`src/spp_pkg.sv`:
```
`timescale 1ns / 1ps
// Package for the stable pivot partition block.
// Holds queue sizing constants and the output load record; no dependencies.
package spp_pkg;

	localparam int QUEUE_DEPTH = 32;
	localparam int VAL_W       = 32;
	localparam int CNT_W       = $clog2(QUEUE_DEPTH + 1);
	localparam int IDX_W       = (QUEUE_DEPTH > 1) ? $clog2(QUEUE_DEPTH) : 1;

	// Request from the sequencer to fill the output register
	typedef struct packed {
		logic                    load;
		logic signed [VAL_W-1:0] value;
		logic                    last;
		logic                    overflow;
	} spp_load_t;

endpackage

```
`src/spp_ctrl.sv`:
```
`timescale 1ns / 1ps
// Sequencer of the stable pivot partition block: pivot capture, queue fill and drain.
// Depends on spp_pkg; drives the queue RAM ports and the output load record.
module spp_ctrl import spp_pkg::*; (
	input  logic                    clk,
	input  logic                    arst_n,
	input  logic                    elem_valid,
	input  logic signed [VAL_W-1:0] elem_value,
	input  logic                    elem_last,
	output logic                    elem_ready,
	input  logic                    can_load,
	output spp_load_t               load,
	output logic                    wr_en,
	output logic [IDX_W-1:0]        wr_addr,
	output logic [VAL_W-1:0]        wr_data,
	output logic                    rd_en,
	output logic [IDX_W-1:0]        rd_addr,
	input  logic [VAL_W-1:0]        rd_data
);

	localparam logic [1:0] S_IN    = 2'd0;
	localparam logic [1:0] S_PIVOT = 2'd1;
	localparam logic [1:0] S_DRAIN = 2'd2;

	logic [1:0]              state_q, state_d;
	logic signed [VAL_W-1:0] pivot_q;
	logic                    taken_q;
	logic [CNT_W-1:0]        cnt_q;
	logic                    drop_q;
	logic [IDX_W-1:0]        rd_idx_q;

	logic             accept;
	logic             below;
	logic             room;
	logic             fin;
	logic [CNT_W-1:0] rd_next;

	assign elem_ready = (state_q == S_IN) && can_load;
	assign accept     = elem_valid && elem_ready;
	assign below      = elem_value < pivot_q;
	assign room       = cnt_q < CNT_W'(QUEUE_DEPTH);
	assign rd_next    = CNT_W'(rd_idx_q) + CNT_W'(1);
	assign fin        = (rd_next == cnt_q);

	// Queue write on a large element while space remains
	assign wr_en   = accept && taken_q && !below && room;
	assign wr_addr = cnt_q[IDX_W-1:0];
	assign wr_data = elem_value;

	// Queue read: head on the pivot result, then one ahead per drained entry
	assign rd_addr = (state_q == S_PIVOT) ? '0 : rd_next[IDX_W-1:0];
	assign rd_en   = can_load && (((state_q == S_PIVOT) && (cnt_q != '0)) ||
		((state_q == S_DRAIN) && !fin));

	// Output load selection
	always_comb begin
		load = '0;
		unique case (state_q)
			S_IN: begin
				if (accept && (!taken_q ? elem_last : below)) begin
					load.load  = 1'b1;
					load.value = elem_value;
					load.last  = !taken_q;
				end
			end
			S_PIVOT: begin
				load.load     = can_load;
				load.value    = pivot_q;
				load.last     = (cnt_q == '0);
				load.overflow = (cnt_q == '0) && drop_q;
			end
			S_DRAIN: begin
				load.load     = can_load;
				load.value    = $signed(rd_data);
				load.last     = fin;
				load.overflow = fin && drop_q;
			end
			default: begin
				load = '0;
			end
		endcase
	end

	// Next state
	always_comb begin
		state_d = state_q;
		unique case (state_q)
			S_IN: begin
				if (accept && taken_q && elem_last) begin
					state_d = S_PIVOT;
				end
			end
			S_PIVOT: begin
				if (can_load) begin
					state_d = (cnt_q == '0) ? S_IN : S_DRAIN;
				end
			end
			S_DRAIN: begin
				if (can_load && fin) begin
					state_d = S_IN;
				end
			end
			default: begin
				state_d = S_IN;
			end
		endcase
	end

	// Sequence state
	always_ff @(posedge clk or negedge arst_n) begin
		if (!arst_n) begin
			state_q  <= S_IN;
			pivot_q  <= '0;
			taken_q  <= 1'b0;
			cnt_q    <= '0;
			drop_q   <= 1'b0;
			rd_idx_q <= '0;
		end else begin
			state_q <= state_d;
			if (accept && !taken_q) begin
				pivot_q <= elem_value;
				taken_q <= !elem_last;
				cnt_q   <= '0;
				drop_q  <= 1'b0;
			end else if (accept && !below) begin
				if (room) begin
					cnt_q <= cnt_q + CNT_W'(1);
				end else begin
					drop_q <= 1'b1;
				end
			end
			if (state_q == S_PIVOT && can_load) begin
				rd_idx_q <= '0;
			end else if (rd_en) begin
				rd_idx_q <= rd_next[IDX_W-1:0];
			end
			// End of sequence: clear for the next pivot
			if (load.load && load.last && state_q != S_IN) begin
				taken_q <= 1'b0;
				cnt_q   <= '0;
				drop_q  <= 1'b0;
			end
		end
	end

	a_cnt_bound: assert property (@(posedge clk) disable iff (!arst_n)
		cnt_q <= CNT_W'(QUEUE_DEPTH))
		else $error("queue count beyond depth");

	a_wr_only_fill: assert property (@(posedge clk) disable iff (!arst_n)
		wr_en |-> (state_q == S_IN) && !rd_en)
		else $error("queue write outside fill phase");

	a_last_ends_seq: assert property (@(posedge clk) disable iff (!arst_n)
		load.load && load.last |=> (state_q == S_IN) && !taken_q)
		else $error("sequence not closed after final result");

	a_ovf_on_last: assert property (@(posedge clk) disable iff (!arst_n)
		load.load && !load.last |-> !load.overflow)
		else $error("overflow flagged on a non-final result");

endmodule

```
`config.mk`:
```
export PLATFORM = sky130hd
export DESIGN_NAME = spp_ctrl
export DESIGN_NICKNAME = d
export VERILOG_FILES = /design/src/spp_pkg.sv /design/src/spp_ctrl.sv
export SDC_FILE = /design/constraint.sdc
export NUM_CORES = 1
export LEC_CHECK = 0
export ABC_AREA = 1
export BUFFER_PORTS_ARGS = -buffer_cell sky130_fd_sc_hd__buf_2
export CAP_MARGIN = 20
export CORE_MARGIN = 2
export CORE_UTILIZATION = 51
export CTS_BUF_LIST = sky130_fd_sc_hd__clkbuf_4 sky130_fd_sc_hd__clkbuf_8 sky130_fd_sc_hd__clkbuf_16
export DETAILED_ROUTE_END_ITERATION = 6
export MAX_ROUTING_LAYER = met4
export PLACE_DENSITY = 0.8
export SYNTH_ARGS = -nofsm -noshare
export SYNTH_HDL_FRONTEND = slang
export SYNTH_SLANG_ARGS = --single-unit
```
`constraint.sdc`:
```
create_clock -name clk -period 2.7 [get_ports clk]
set_input_delay 0.27 -clock clk [delete_from_list [all_inputs] [get_ports clk]]
set_output_delay 0.27 -clock clk [all_outputs]
set_load 0.01 [all_outputs]
```
==> load_flow_metrics.sql, run 1 <==
INSERT INTO impl_metrics (metric_group, metric, value, unit) VALUES
('global_routing', 'grt_overflow_total', '0', ''),
('detailed_routing', 'dr.pass1.iters', '4', ''),
('sta', 'layout_setup_ws', '-0.0816', 'ns'),
('cells_and_area', 'fin_cells', '800', ''),
('cells_and_area', 'layout_commonest_cell', 'sky130_fd_sc_hd__buf_2', ''),
('cells_and_area', 'net_count_final', '804', ''),
('logic_synthesis', 'synth-seq-cells', '47', ''),
('die', 'die_h', '92.4', 'um'),
('run_status', 'status', 'finished, violations left', ''),
('detailed_routing', 'routed_wl', '11100', 'um'),
('detailed_routing', 'avgRoutedWirePerCell', '13.9', 'um'),
('sta', 'slew_headroom', '53.9', '%'),
('sta', 'worst-slew-pin-transition', '0.691', 'ns'),
('sta', 'setup_repair_after_global_routing_missed_its_margin', 'yes', ''),
('placement', 'total_half_perimeter_wirelength_after_legalization_and_detailed_placement', '7900', 'um'),
('die', 'start_util', '52.1', '%'),
('die', 'die_area', '0.00854', 'mm2'),
('logic_synthesis', 'netlist-cell-type-count', '32', ''),
('die', 'fp.coreArea', '0.00765', 'mm2'),
('clocking', 'clock_tree_from_tritoncts', 'done', ''),
('worst_setup_path', 'type_of_element_capturing_the_critical_path', 'output pin', ''),
('cells_and_area', 'layout-drive-gt1-share', '35.2', '%'),
('placement', 'port_buffers', '148', ''),
('global_routing', 'first_global_vias', '3666', ''),
('placement', 'finalWeightedCongestion', '0.893', ''),
('logic_synthesis', 'sequential_to_total_area_share_from_yosys_stat', '29.5', '%'),
('cells_and_area', 'layout.cells.most_common_list', '147 x sky130_fd_sc_hd__buf_2, 125 x sky130_fd_sc_hd__nand2_1, 67 x sky130_fd_sc_hd__o21ai_0, 63 x sky130_fd_sc_hd__nor2_1, 54 x sky130_fd_sc_hd__inv_1', ''),
('sta', 'post-route-min-period', '2.78', 'ns'),
('cells_and_area', 'nFillCells', '672', ''),
('logic_synthesis', 'synthesis.area_per_instance', '6.84', 'um2'),
('global_routing', 'antenna_found_initial', '0', ''),
('logic_synthesis', 'mappedNetlistNets', '690', ''),
('clocking', 'cts_made_buffers', '5', ''),
('cells_and_area', 'finalInstanceArea', '0.00504', 'mm2'),
('cells_and_area', 'area_delta_synth_final', '26.5', '%'),
('clocking', 'cts.path.max_buffers', '2', ''),
('placement', 'placement.cell_area', '0.00453', 'mm2'),
('run_status', 'failed_checks', 'negative setup slack', ''),
('detailed_routing', 'detailroute.via_count', '4219', ''),
('sta', 'clock_skew', '0.0201', 'ns'),
('global_routing', 'grt_pass1_wl', '16800', 'um'),
('sta', 'clock.fmax', '360', 'MHz'),
('logic_synthesis', 'postSynthCellCount', '583', ''),
('sta', 'timing.final.hold_violations', '0', ''),
('power', 'powerDensity', '984', 'mW/mm2'),
('detailed_routing', 'drc', '0', ''),
('power', 'total_power_draw', '4.96', 'mW'),
('sta', 'setup_viol_count_final', '32', ''),
('flow_run', 'maxCapViolations', '0', ''),
('detailed_routing', 'final_antenna_net_count', '0', ''),
('die', 'pin_count', '149', ''),
('worst_setup_path', 'timing.critical_path.from_type', 'flip-flop', ''),
('sta', 'slew_viol_final', '0', ''),
('cells_and_area', 'final_util', '65.9', '%'),
('clocking', 'clock_tree.htree_level_count', '2', ''),
('logic_synthesis', 'post_synth_instance_area', '0.00399', 'mm2'),
('die', 'die_x', '92.4', 'um'),
('sta', 'crit_share_post_route', '103', '%'),
('power', 'ir_worst_vdd', '0.000542', 'V'),
('clocking', 'clock_root_buffer', 'sky130_fd_sc_hd__clkbuf_8', ''),
('cells_and_area', 'antenna_diodes', '0', ''),
('clocking', 'clk_transition_reported_paths', '0.10', 'ns'),
('worst_setup_path', 'largest_fanout_of_any_net_on_the_critical_path', '8', ''),
('clocking', 'numClockSinks', '47', ''),
('clocking', 'clock_insertion_delay_worst_skew', '0.32', 'ns'),
('die', 'placement_row_count', '32', ''),
('hold_path', 'holdCritPathClass', 'primary input to flip-flop', ''),
('worst_setup_path', 'crit_arrival', '2.51', 'ns'),
('worst_setup_path', 'crit_type', 'flip-flop to output pin', ''),
('detailed_routing', 'dr_iter_0_viols', '178', ''),
('global_routing', 'gr-usage-all-layers', '24.7', '%'),
('placement', 'numPlacedInstances', '782', ''),
('worst_setup_path', 'r2r_setup_slack', '0.45', 'ns'),
('logic_synthesis', 'synthesis_warning_total', '0', ''),
('global_routing', 'grt_start_max_net_pins', '64', ''),
('worst_setup_path', 'timing.critical_path.required', '2.43', 'ns'),
('detailed_routing', 'route.detailed.vias_per_inst', '5.27', ''),
('power', 'cellLeakagePower', '2.67', 'nW');
## where the power goes
group          internal [mW]  switching (mW)
combinational           1.33            1.96
clock                  0.192           0.258
sequential              1.02           0.202
total                   2.54            2.42
## metrics by stage
stage	hold WS (ns)	setup slack, ns	TNS (ns)
floorplan	-0.0256	0.579	0
global placement	0.268	0.223	0
detailed placement	0.273	0.131	0
CTS	0.210	-0.0820	-1.51
global route	0.234	-0.202	-5.22
finish	0.217	-0.0816	-1.31
## final timing paths
kind	from	cells past startpoint	endpoint
min in group asynchronous	arst_n	2	pivot_q[29]
worst min register to register	pivot_q[0]	2	pivot_q[0]
max in group asynchronous	arst_n	3	rd_idx_q[0]
worst max register to register	pivot_q[21]	15	cnt_q[0]
worst max-delay path	pivot_q[21]	15	load[26]
worst min-delay path	elem_value[30]	3	pivot_q[30]
## repair_timing
action | 4_1_cts | 5_1_grt
hold buffers | 1 | 0
pin swaps | 8 | 23
hold endpoints to repair | 21 | 0
setup buffers | 2 | 5
setup endpoints to repair | 31 | 36
gates cloned | 1 | 0
resized for setup | 22 | 55
## synth_stat cells
cell type | n | share of area (%)
sky130_fd_sc_hd__xor2_1 | 4 | 0.88
sky130_fd_sc_hd__nand3_1 | 16 | 2.0
sky130_fd_sc_hd__buf_4 | 37 | 7.0
sky130_fd_sc_hd__inv_1 | 69 | 6.5
sky130_fd_sc_hd__o21bai_1 | 1 | 0.19
sky130_fd_sc_hd__nor2_1 | 65 | 6.1
sky130_fd_sc_hd__inv_2 | 2 | 0.19
sky130_fd_sc_hd__a21oi_2 | 1 | 0.22
sky130_fd_sc_hd__a22o_1 | 1 | 0.22
sky130_fd_sc_hd__nand2_2 | 3 | 0.47
sky130_fd_sc_hd__o21ai_0 | 70 | 8.8
sky130_fd_sc_hd__nor2_4 | 1 | 0.28
sky130_fd_sc_hd__nor2_2 | 1 | 0.16
sky130_fd_sc_hd__o22ai_2 | 1 | 0.31
sky130_fd_sc_hd__nand4_1 | 8 | 1.3
sky130_fd_sc_hd__a211oi_1 | 1 | 0.19
sky130_fd_sc_hd__a41oi_1 | 1 | 0.22
sky130_fd_sc_hd__nand3b_1 | 1 | 0.19
sky130_fd_sc_hd__o21ai_1 | 2 | 0.25
sky130_fd_sc_hd__dfrtp_1 | 47 | 30
sky130_fd_sc_hd__a21oi_1 | 50 | 6.3
sky130_fd_sc_hd__buf_1 | 2 | 0.19
sky130_fd_sc_hd__o21a_1 | 1 | 0.19
sky130_fd_sc_hd__nand2_1 | 131 | 12
sky130_fd_sc_hd__a21oi_4 | 1 | 0.41
sky130_fd_sc_hd__ha_1 | 38 | 12
sky130_fd_sc_hd__xnor2_1 | 2 | 0.44
sky130_fd_sc_hd__buf_6 | 3 | 0.85
sky130_fd_sc_hd__nor3_1 | 5 | 0.63
sky130_fd_sc_hd__clkinv_1 | 1 | 0.094
sky130_fd_sc_hd__nand3_2 | 1 | 0.25
sky130_fd_sc_hd__clkbuf_1 | 16 | 1.5
## kinds of logic (layout without fill, tap and decap cells)
group	Yosys count	in the layout	synth area share, %
adders and majority gates	38	38	11.9
AOI/OAI and AO/OA	130	130	17.3
buffers and inverters	130	245	16.3
DFF	47	47	29.5
xor gates and xnor gates	6	6	1.32
and+or+nand+nor	232	232	23.7
## cell type report
| type | count | area (um2) | share of cell area [%] |
|---|---|---|---|
| tap | 102 | 128 | 2.53 |
| inverter | 72 | 270 | 5.36 |
| multi-input combinational | 406 | 2450 | 48.6 |
| timing repair buffer | 165 | 930 | 18.4 |
| clock buffer | 6 | 76.3 | 1.51 |
| sequential | 47 | 1180 | 23.3 |
| clock inverter | 2 | 12.5 | 0.248 |
## flip-flops by register name, summed over array words and instances, names as in the netlist
register / flops
pivot_q: 32
cnt_q: 6
rd_idx_q: 5
state_q: 2
drop_q: 1
taken_q: 1
## critical path, cell delays in order (launching register included)
cell                      delay [ns]
sky130_fd_sc_hd__dfrtp_1        0.39
sky130_fd_sc_hd__inv_2          0.09
sky130_fd_sc_hd__ha_4           0.20
sky130_fd_sc_hd__a21oi_2        0.15
sky130_fd_sc_hd__nor2_1         0.06
sky130_fd_sc_hd__nor2_1         0.12
sky130_fd_sc_hd__nand3_2        0.12
sky130_fd_sc_hd__a21oi_4        0.18
sky130_fd_sc_hd__nand2_2        0.09
sky130_fd_sc_hd__nand2_2        0.08
sky130_fd_sc_hd__nand3_2        0.10
sky130_fd_sc_hd__nand2_4        0.15
sky130_fd_sc_hd__buf_12         0.16
sky130_fd_sc_hd__a21oi_2        0.06
sky130_fd_sc_hd__nor2_1         0.11
sky130_fd_sc_hd__buf_2          0.15
## per-layer routing
metal	share of wire (%)	GRT usage (%)	vias up
met1	42	31.8	1999
li1	-	-	2068
met2	51	42.1	145
met3	6.1	3.09	7
met4	0.68	5.10	0
met5	0	-	-
No activity file was read; power rests on OpenSTA's default activity.
==> run 2, diff against run 1 <==
- CELL_PAD_IN_SITES_DETAIL_PLACEMENT: not set -> 2
- CELL_PAD_IN_SITES_GLOBAL_PLACEMENT: not set -> 2
- CORE_UTILIZATION: 51 -> 28
- PLACE_DENSITY: 0.8 -> 0.84
- RECOVER_POWER: not set -> 25
- clock period: 2.7 -> 3.3 ns (I/O delays scaled with it)
==> run 2 against run 1 <==
Against the previous run: the flow finishes with violations (max-capacitance violations, max-slew violations); setup slack improved by 0.30 ns; clock-buffer cell count increased by 1; sequential share of layout area increased by 1.3 points; critical path depth unchanged; design area decreased by 5.4%; critical path type unchanged; first-iteration DRC count decreased by 22%.
==> load_flow_metrics.sql, run 2 (same netlist as run 1, synthesis figures left out) <==
INSERT INTO impl_metrics (metric_group, metric, value, unit) VALUES
('run_status', 'status', 'finished, violations left', ''),
('run_status', 'failed_checks', 'max-capacitance violations, max-slew violations', ''),
('cells_and_area', 'area_delta_synth_final', '19.6', '%'),
('clocking', 'clock_insertion_delay_worst_skew', '0.30', 'ns'),
('sta', 'worst-slew-pin-transition', '1.50', 'ns'),
('clocking', 'clock_tree_from_tritoncts', 'done', ''),
('cells_and_area', 'layout.cells.most_common_list', '131 x sky130_fd_sc_hd__nand2_1, 128 x sky130_fd_sc_hd__buf_2, 70 x sky130_fd_sc_hd__o21ai_0, 69 x sky130_fd_sc_hd__inv_1, 65 x sky130_fd_sc_hd__nor2_1', ''),
('power', 'netSwitchingFraction', '49.0', '%'),
('sta', 'setup_total_negative_slack', '0', 'ns'),
('worst_setup_path', 'largest_fanout_of_any_net_on_the_critical_path', '20', ''),
('cells_and_area', 'antenna_diodes', '0', ''),
('die', 'start_util', '28.7', '%'),
('worst_setup_path', 'timing.critical_path.required', '2.97', 'ns'),
('worst_setup_path', 'crit_arrival', '2.75', 'ns'),
('cells_and_area', 'final_util', '34.4', '%'),
('global_routing', 'antenna_found_initial', '0', ''),
('clocking', 'clock_root_buffer', 'sky130_fd_sc_hd__clkbuf_16', ''),
('die', 'die_x', '123', 'um'),
('power', 'p_seq_share', '24.9', '%'),
('power', 'comb_power_share', '61.1', '%'),
('cells_and_area', 'net_count_final', '793', ''),
('sta', 'holdWs', '0.287', 'ns'),
('sta', 'timing.final.hold_violations', '0', ''),
('cells_and_area', 'largest_register_ffs', '32', ''),
('die', 'pin_count', '149', ''),
('placement', 'total_half_perimeter_wirelength_after_legalization_and_detailed_placement', '11000', 'um'),
('worst_setup_path', 'timing.critical_path.from_type', 'flip-flop', ''),
('detailed_routing', 'routed_wl', '13900', 'um'),
('worst_setup_path', 'type_of_element_capturing_the_critical_path', 'output pin', ''),
('worst_setup_path', 'critical-path-top-cell-by-count', 'sky130_fd_sc_hd__nor2_1', ''),
('placement', 'worst_slack_at_placement', '0.345', 'ns'),
('worst_setup_path', 'crit_slowest_cell', 'sky130_fd_sc_hd__dfrtp_1', ''),
('worst_setup_path', 'critical_path.max_stage_delay', '0.37', 'ns'),
('cells_and_area', 'regMostFlops', 'pivot_q', ''),
('sta', 'layout_setup_ws', '0.222', 'ns'),
('detailed_routing', 'routed-wl-met3', '639', 'um'),
('global_routing', 'grt_start_max_net_pins', '64', ''),
('sta', 'slew_headroom', '-0.00497', '%'),
('power', 'total_power_draw', '3.96', 'mW'),
('clocking', 'cts_made_buffers', '5', ''),
('detailed_routing', 'top_layer_used', 'met4', ''),
('detailed_routing', 'avgRoutedWirePerCell', '16.0', 'um'),
('die', 'placement_row_count', '43', ''),
('global_routing', 'first_global_vias', '4471', ''),
('worst_setup_path', 'r2r_setup_slack', '0.91', 'ns'),
('power', 'ir_worst_vdd', '0.000291', 'V'),
('sta', 'slew_viol_final', '11', ''),
('die', 'die_area', '0.0152', 'mm2'),
('global_routing', 'gr-usage-all-layers', '19.0', '%'),
('power', 'p_sw', '1.94', 'mW'),
('detailed_routing', 'detailroute.via_count', '4233', ''),
('hold_path', 'holdCritPathClass', 'primary input to flip-flop', ''),
('worst_setup_path', 'cp_cell_sequence', 'inv_1, ha_1, a21oi_1, nor2_1, nor2_1, nand3_1, a21oi_4, nand2_1, nand2_1, nand3_2, nand2_4, buf_12, a21oi_1, nor2_1, buf_2', ''),
('global_routing', 'grt_pass1_wl', '22100', 'um'),
('die', 'fp.coreArea', '0.0139', 'mm2'),
('cells_and_area', 'largestRegisters', 'pivot_q (32), cnt_q (6), rd_idx_q (5)', ''),
('detailed_routing', 'met1_length', '6090', 'um'),
('clocking', 'hold_buffers', '0', ''),
('global_routing', 'grt_overflow_total', '0', ''),
('power', 'cellInternalPower', '2.02', 'mW'),
('clocking', 'cts_repair_resize_count', '0', ''),
('sta', 'setup_viol_count_final', '0', ''),
('clocking', 'cts.path.max_buffers', '2', ''),
('die', 'die_h', '123', 'um'),
('sta', 'setup_repair_after_global_routing_missed_its_margin', 'no', ''),
('detailed_routing', 'final_antenna_net_count', '0', ''),
('placement', 'port_buffers', '148', ''),
('placement', 'finalWeightedCongestion', '0.872', ''),
('cells_and_area', 'nFillCells', '1727', ''),
('sta', 'clock.fmax', '325', 'MHz'),
('clocking', 'clock_tree.htree_level_count', '2', ''),
('detailed_routing', 'dr.pass1.iters', '4', ''),
('sta', 'post-route-min-period', '3.08', 'ns'),
('power', 'p_clk_share', '14.0', '%'),
('clocking', 'cts.repair_timing.setup_buffer_count', '0', ''),
('power', 'powerDensity', '830', 'mW/mm2'),
('cells_and_area', 'finalInstanceArea', '0.00477', 'mm2'),
('cells_and_area', 'layout_commonest_cell', 'sky130_fd_sc_hd__nand2_1', ''),
('clocking', 'numClockSinks', '47', ''),
('clocking', 'clk_transition_reported_paths', '0.07', 'ns'),
('flow_run', 'maxCapViolations', '1', ''),
('power', 'cellLeakagePower', '2.55', 'nW'),
('worst_setup_path', 'crit_type', 'flip-flop to output pin', ''),
('placement', 'placement.cell_area', '0.00463', 'mm2'),
('cells_and_area', 'fin_cells', '867', ''),
('detailed_routing', 'drc', '0', ''),
('detailed_routing', 'met2_wirelength', '6980', 'um'),
('detailed_routing', 'dr_iter_0_viols', '139', ''),
('sta', 'crit_share_post_route', '93.3', '%'),
('sta', 'clock_skew', '0.00963', 'ns'),
('cells_and_area', 'layout-drive-gt1-share', '22.4', '%'),
('placement', 'numPlacedInstances', '859', ''),
('detailed_routing', 'route.detailed.vias_per_inst', '4.88', '');
==> run 2: changes by cell type in the layout (fill, tap and decap cells not counted), sizes merged <==
cell / change
clkinvlp: -1
clkbuf: +21
buf: -30
dlygate4sd3: -1
==> run 2: routing by layer <==
metal / vias to the layer above / GRT usage [%]
met5: - / -
met4: 0 / 4.69
met3: 8 / 2.40
met2: 102 / 33.6
met1: 2077 / 22.9
li1: 2046 / -
==> run 2: cell type report <==
| cell class | count | area, um2 | share of cell area, % |
|---|---|---|---|
| multi-input combinational | 406 | 2170 | 45.5 |
| inverter | 72 | 270 | 5.67 |
| sequential | 47 | 1180 | 24.7 |
| clock buffer | 7 | 146 | 3.07 |
| timing repair buffer | 154 | 773 | 16.2 |
| clock inverter | 1 | 8.76 | 0.184 |
| tap | 180 | 225 | 4.72 |
==> run 2: final timing paths <==
| check | cells past startpoint | startpoint | end |
|---|---|---|---|
| max reg2reg | 13 | rd_idx_q[0] | cnt_q[4] |
| max in group asynchronous | 2 | arst_n | state_q[1] |
| min in group asynchronous | 1 | arst_n | pivot_q[7] |
| max | 15 | pivot_q[21] | load[26] |
| min | 3 | elem_value[4] | pivot_q[4] |
| min reg2reg | 2 | pivot_q[0] | pivot_q[0] |
==> run 2: power groups by stage <==
stage / sequential [mW] / combinational [mW] / clock, mW
2_1_floorplan: 0.946 / 1.65 / 0
3_5_place_dp: 1.00 / 2.45 / 0
4_1_cts: 0.991 / 2.47 / 0.578
3_3_place_gp: 0.980 / 2.30 / 0
5_1_grt: 1.02 / 2.79 / 0.589
6_report: 0.987 / 2.42 / 0.554
==> run 2: critical path: cells and delay by family, from the launching register on <==
family / cells / cell delay, ns
and+or+nand+nor: 8 / 0.88
buffers and inverters: 3 / 0.46
AOI/OAI and AO/OA: 3 / 0.45
DFF: 1 / 0.37
adders and majority gates: 1 / 0.26
==> run 3, diff against run 2 <==
- PLACE_DENSITY: 0.84 -> 0.88
==> run 3 against run 2 <==
Against the previous run: the flow still finishes with violations (max-capacitance violations, max-slew violations); non-clock buffer count grew 1; via count shrank 0.17%; worst hold slack gained 0.014 ns; sequential power is essentially flat; global-route usage grew 0.65 points; design area is essentially flat; routed wire length grew 3.2%; setup slack gained 0.074 ns; sequential share of layout area is essentially flat.
==> load_flow_metrics.sql, run 3 (same netlist as run 1, synthesis figures left out) <==
INSERT INTO impl_metrics (metric_group, metric, value, unit) VALUES
('sta', 'setup_total_negative_slack', '0', 'ns'),
('worst_setup_path', 'critical-path-top-cell-by-count', 'sky130_fd_sc_hd__nand2_1', ''),
('sta', 'crit_share_post_route', '91.1', '%'),
('die', 'fp.coreArea', '0.0139', 'mm2'),
('global_routing', 'antenna_found_initial', '1', ''),
('cells_and_area', 'layout_commonest_cell', 'sky130_fd_sc_hd__nand2_1', ''),
('clocking', 'hold_buffers', '0', ''),
('clocking', 'numClockSinks', '47', ''),
('cells_and_area', 'area_delta_synth_final', '19.5', '%'),
('worst_setup_path', 'crit_arrival', '2.67', 'ns'),
('worst_setup_path', 'cp_cell_sequence', 'inv_1, ha_1, a21oi_1, o21ai_0, nand2_1, nand3_1, a21oi_4, nand2_1, nand2_1, nand3_2, nand2_8, buf_4, a21oi_1, nor2_1, buf_2', ''),
('sta', 'timing.final.hold_violations', '0', ''),
('cells_and_area', 'sequential_cell_area', '0.00118', 'mm2'),
('worst_setup_path', 'startpoint', 'pivot_q[19]', ''),
('sta', 'clock_skew', '0.00685', 'ns'),
('clocking', 'clock_insertion_delay_worst_skew', '0.29', 'ns'),
('sta', 'post-route-min-period', '3.00', 'ns'),
('run_status', 'failed_checks', 'max-capacitance violations, max-slew violations', ''),
('detailed_routing', 'avgRoutedWirePerCell', '16.4', 'um'),
('sta', 'slew_headroom', '-60.5', '%'),
('die', 'placement_row_count', '43', ''),
('run_status', 'status', 'finished, violations left', ''),
('detailed_routing', 'drc', '0', ''),
('die', 'die_x', '123', 'um'),
('clocking', 'clock_root_buffer', 'sky130_fd_sc_hd__clkbuf_16', ''),
('detailed_routing', 'dr.pass1.iters', '4', ''),
('global_routing', 'grt_pass1_wl', '23000', 'um'),
('global_routing', 'grt_start_max_net_pins', '64', ''),
('worst_setup_path', 'timing.critical_path.required', '2.97', 'ns'),
('worst_setup_path', 'type_of_element_capturing_the_critical_path', 'output pin', ''),
('cells_and_area', 'largestRegisters', 'pivot_q (32), cnt_q (6), rd_idx_q (5)', ''),
('clocking', 'cts.path.max_buffers', '2', ''),
('sta', 'setup_repair_after_global_routing_missed_its_margin', 'no', ''),
('placement', 'total_half_perimeter_wirelength_after_legalization_and_detailed_placement', '11300', 'um'),
('placement', 'port_buffers', '148', ''),
('cells_and_area', 'layout-drive-gt1-share', '21.1', '%'),
('detailed_routing', 'final_antenna_net_count', '0', ''),
('detailed_routing', 'detailroute.via_count', '4226', ''),
('sta', 'worst-slew-pin-transition', '2.41', 'ns'),
('cells_and_area', 'regMostFlops', 'pivot_q', ''),
('power', 'cellLeakagePower', '2.53', 'nW'),
('detailed_routing', 'route.detailed.vias_per_inst', '4.86', ''),
('die', 'start_util', '28.7', '%'),
('worst_setup_path', 'timing.critical_path.from_type', 'flip-flop', ''),
('power', 'ir_worst_vdd', '0.000271', 'V'),
('cells_and_area', 'layout.cells.most_common_list', '131 x sky130_fd_sc_hd__nand2_1, 118 x sky130_fd_sc_hd__buf_2, 70 x sky130_fd_sc_hd__o21ai_0, 69 x sky130_fd_sc_hd__inv_1, 65 x sky130_fd_sc_hd__nor2_1', ''),
('global_routing', 'grt_overflow_total', '0', ''),
('cells_and_area', 'nFillCells', '1742', ''),
('hold_path', 'holdCritStartpoint', 'elem_value[6]', ''),
('global_routing', 'first_global_vias', '4676', ''),
('hold_path', 'holdCritPathClass', 'primary input to flip-flop', ''),
('cells_and_area', 'footprint_of_the_multi_input_gates', '0.00218', 'mm2'),
('worst_setup_path', 'worstReg2RegStart', 'state_q[1]', ''),
('flow_run', 'maxCapViolations', '1', ''),
('clocking', 'clk_transition_reported_paths', '0.07', 'ns'),
('clocking', 'cts.repair_timing.setup_buffer_count', '0', ''),
('sta', 'setup_viol_count_final', '0', ''),
('worst_setup_path', 'critical_path.max_stage_delay', '0.36', 'ns'),
('detailed_routing', 'routed_wl', '14300', 'um'),
('worst_setup_path', 'crit_slowest_cell', 'sky130_fd_sc_hd__dfrtp_1', ''),
('clocking', 'cts_made_buffers', '5', ''),
('detailed_routing', 'dr_iter_0_viols', '143', ''),
('worst_setup_path', 'crit_type', 'flip-flop to output pin', ''),
('power', 'powerDensity', '833', 'mW/mm2'),
('sta', 'holdWs', '0.301', 'ns'),
('global_routing', 'gr-usage-all-layers', '19.7', '%'),
('cells_and_area', 'finalInstanceArea', '0.00476', 'mm2'),
('worst_setup_path', 'largest_fanout_of_any_net_on_the_critical_path', '13', ''),
('placement', 'finalWeightedCongestion', '0.836', ''),
('clocking', 'clock_tree.htree_level_count', '2', ''),
('clocking', 'clock_tree_from_tritoncts', 'done', ''),
('sta', 'clock.fmax', '333', 'MHz'),
('cells_and_area', 'largest_register_ffs', '32', ''),
('die', 'die_h', '123', 'um'),
('placement', 'placement.cell_area', '0.00464', 'mm2'),
('die', 'pin_count', '149', ''),
('power', 'total_power_draw', '3.97', 'mW'),
('die', 'die_area', '0.0152', 'mm2'),
('cells_and_area', 'net_count_final', '794', ''),
('sta', 'slew_viol_final', '40', '');
[run 3: changes by cell type in the layout (fill, tap and decap cells not counted), sizes merged]
cell    previous run  this run
diode              0         1
buf              134       125
clkbuf            27        37
[run 3: path summary, 6_finish.rpt]
check                         endpoint  slack [ns]  depth (start not counted)
setup reg to reg              cnt_q[4]        0.93                         10
max in group asynchronous  pivot_q[25]        1.16                          1
hold / removal              pivot_q[6]        0.30                          3
setup / recovery              load[13]        0.30                         15
min in group asynchronous   pivot_q[7]        0.77                          1
hold reg to reg            pivot_q[25]        0.56                          2
[run 3: layout make-up]
type / instances / share of cell area [%]
antenna: 1 / 0.0525
clock buffer: 7 / 2.94
clock inverter: 1 / 0.105
inverter: 72 / 5.67
multi-input combinational: 406 / 45.7
sequential: 47 / 24.7
tap: 180 / 4.73
timing repair buffer: 155 / 16.1
[run 3: metal layers]
| metal | track usage [%] | wire length, um | vias to the layer above |
|---|---|---|---|
| li1 | - | - | 2047 |
| met1 | 22.8 | 6030 | 2076 |
| met2 | 36.7 | 7610 | 96 |
| met3 | 2.81 | 572 | 7 |
| met4 | 2.63 | 77 | 0 |
| met5 | - | 0 | - |
[run 3: power by group]
| group | switching [mW] | leakage, nW | internal, mW |
|---|---|---|---|
| Combinational | 1.57 | 1.87 | 0.882 |
| Sequential | 0.156 | 0.587 | 0.833 |
| Clock | 0.226 | 0.0747 | 0.297 |
[run 3: repair_timing]
action | CTS | global route
endpoints found under the setup margin | 0 | 22
gates resized for setup | 0 | 3
hold endpoints to repair | 0 | 0
[run 3: per-stage QoR]
stage          setup WS [ns]  utilization (%)  cells
6_report               0.295             34.3    869
5_1_grt               0.0123             34.3    869
4_1_cts               0.0990             34.5    868
3_5_place_dp           0.350             33.4    860
3_3_place_gp           0.517             33.4    860
2_1_floorplan           1.12                -    583
[run 3: worst max-delay path: cells and delay by family (launching register included)]
kind,cells,cell delay [ns]
AOI/OAI and AO/OA,4,0.56
buffers and inverters,3,0.44
and+or+nand+nor,7,0.78
adders and majority gates,1,0.25
DFF,1,0.36
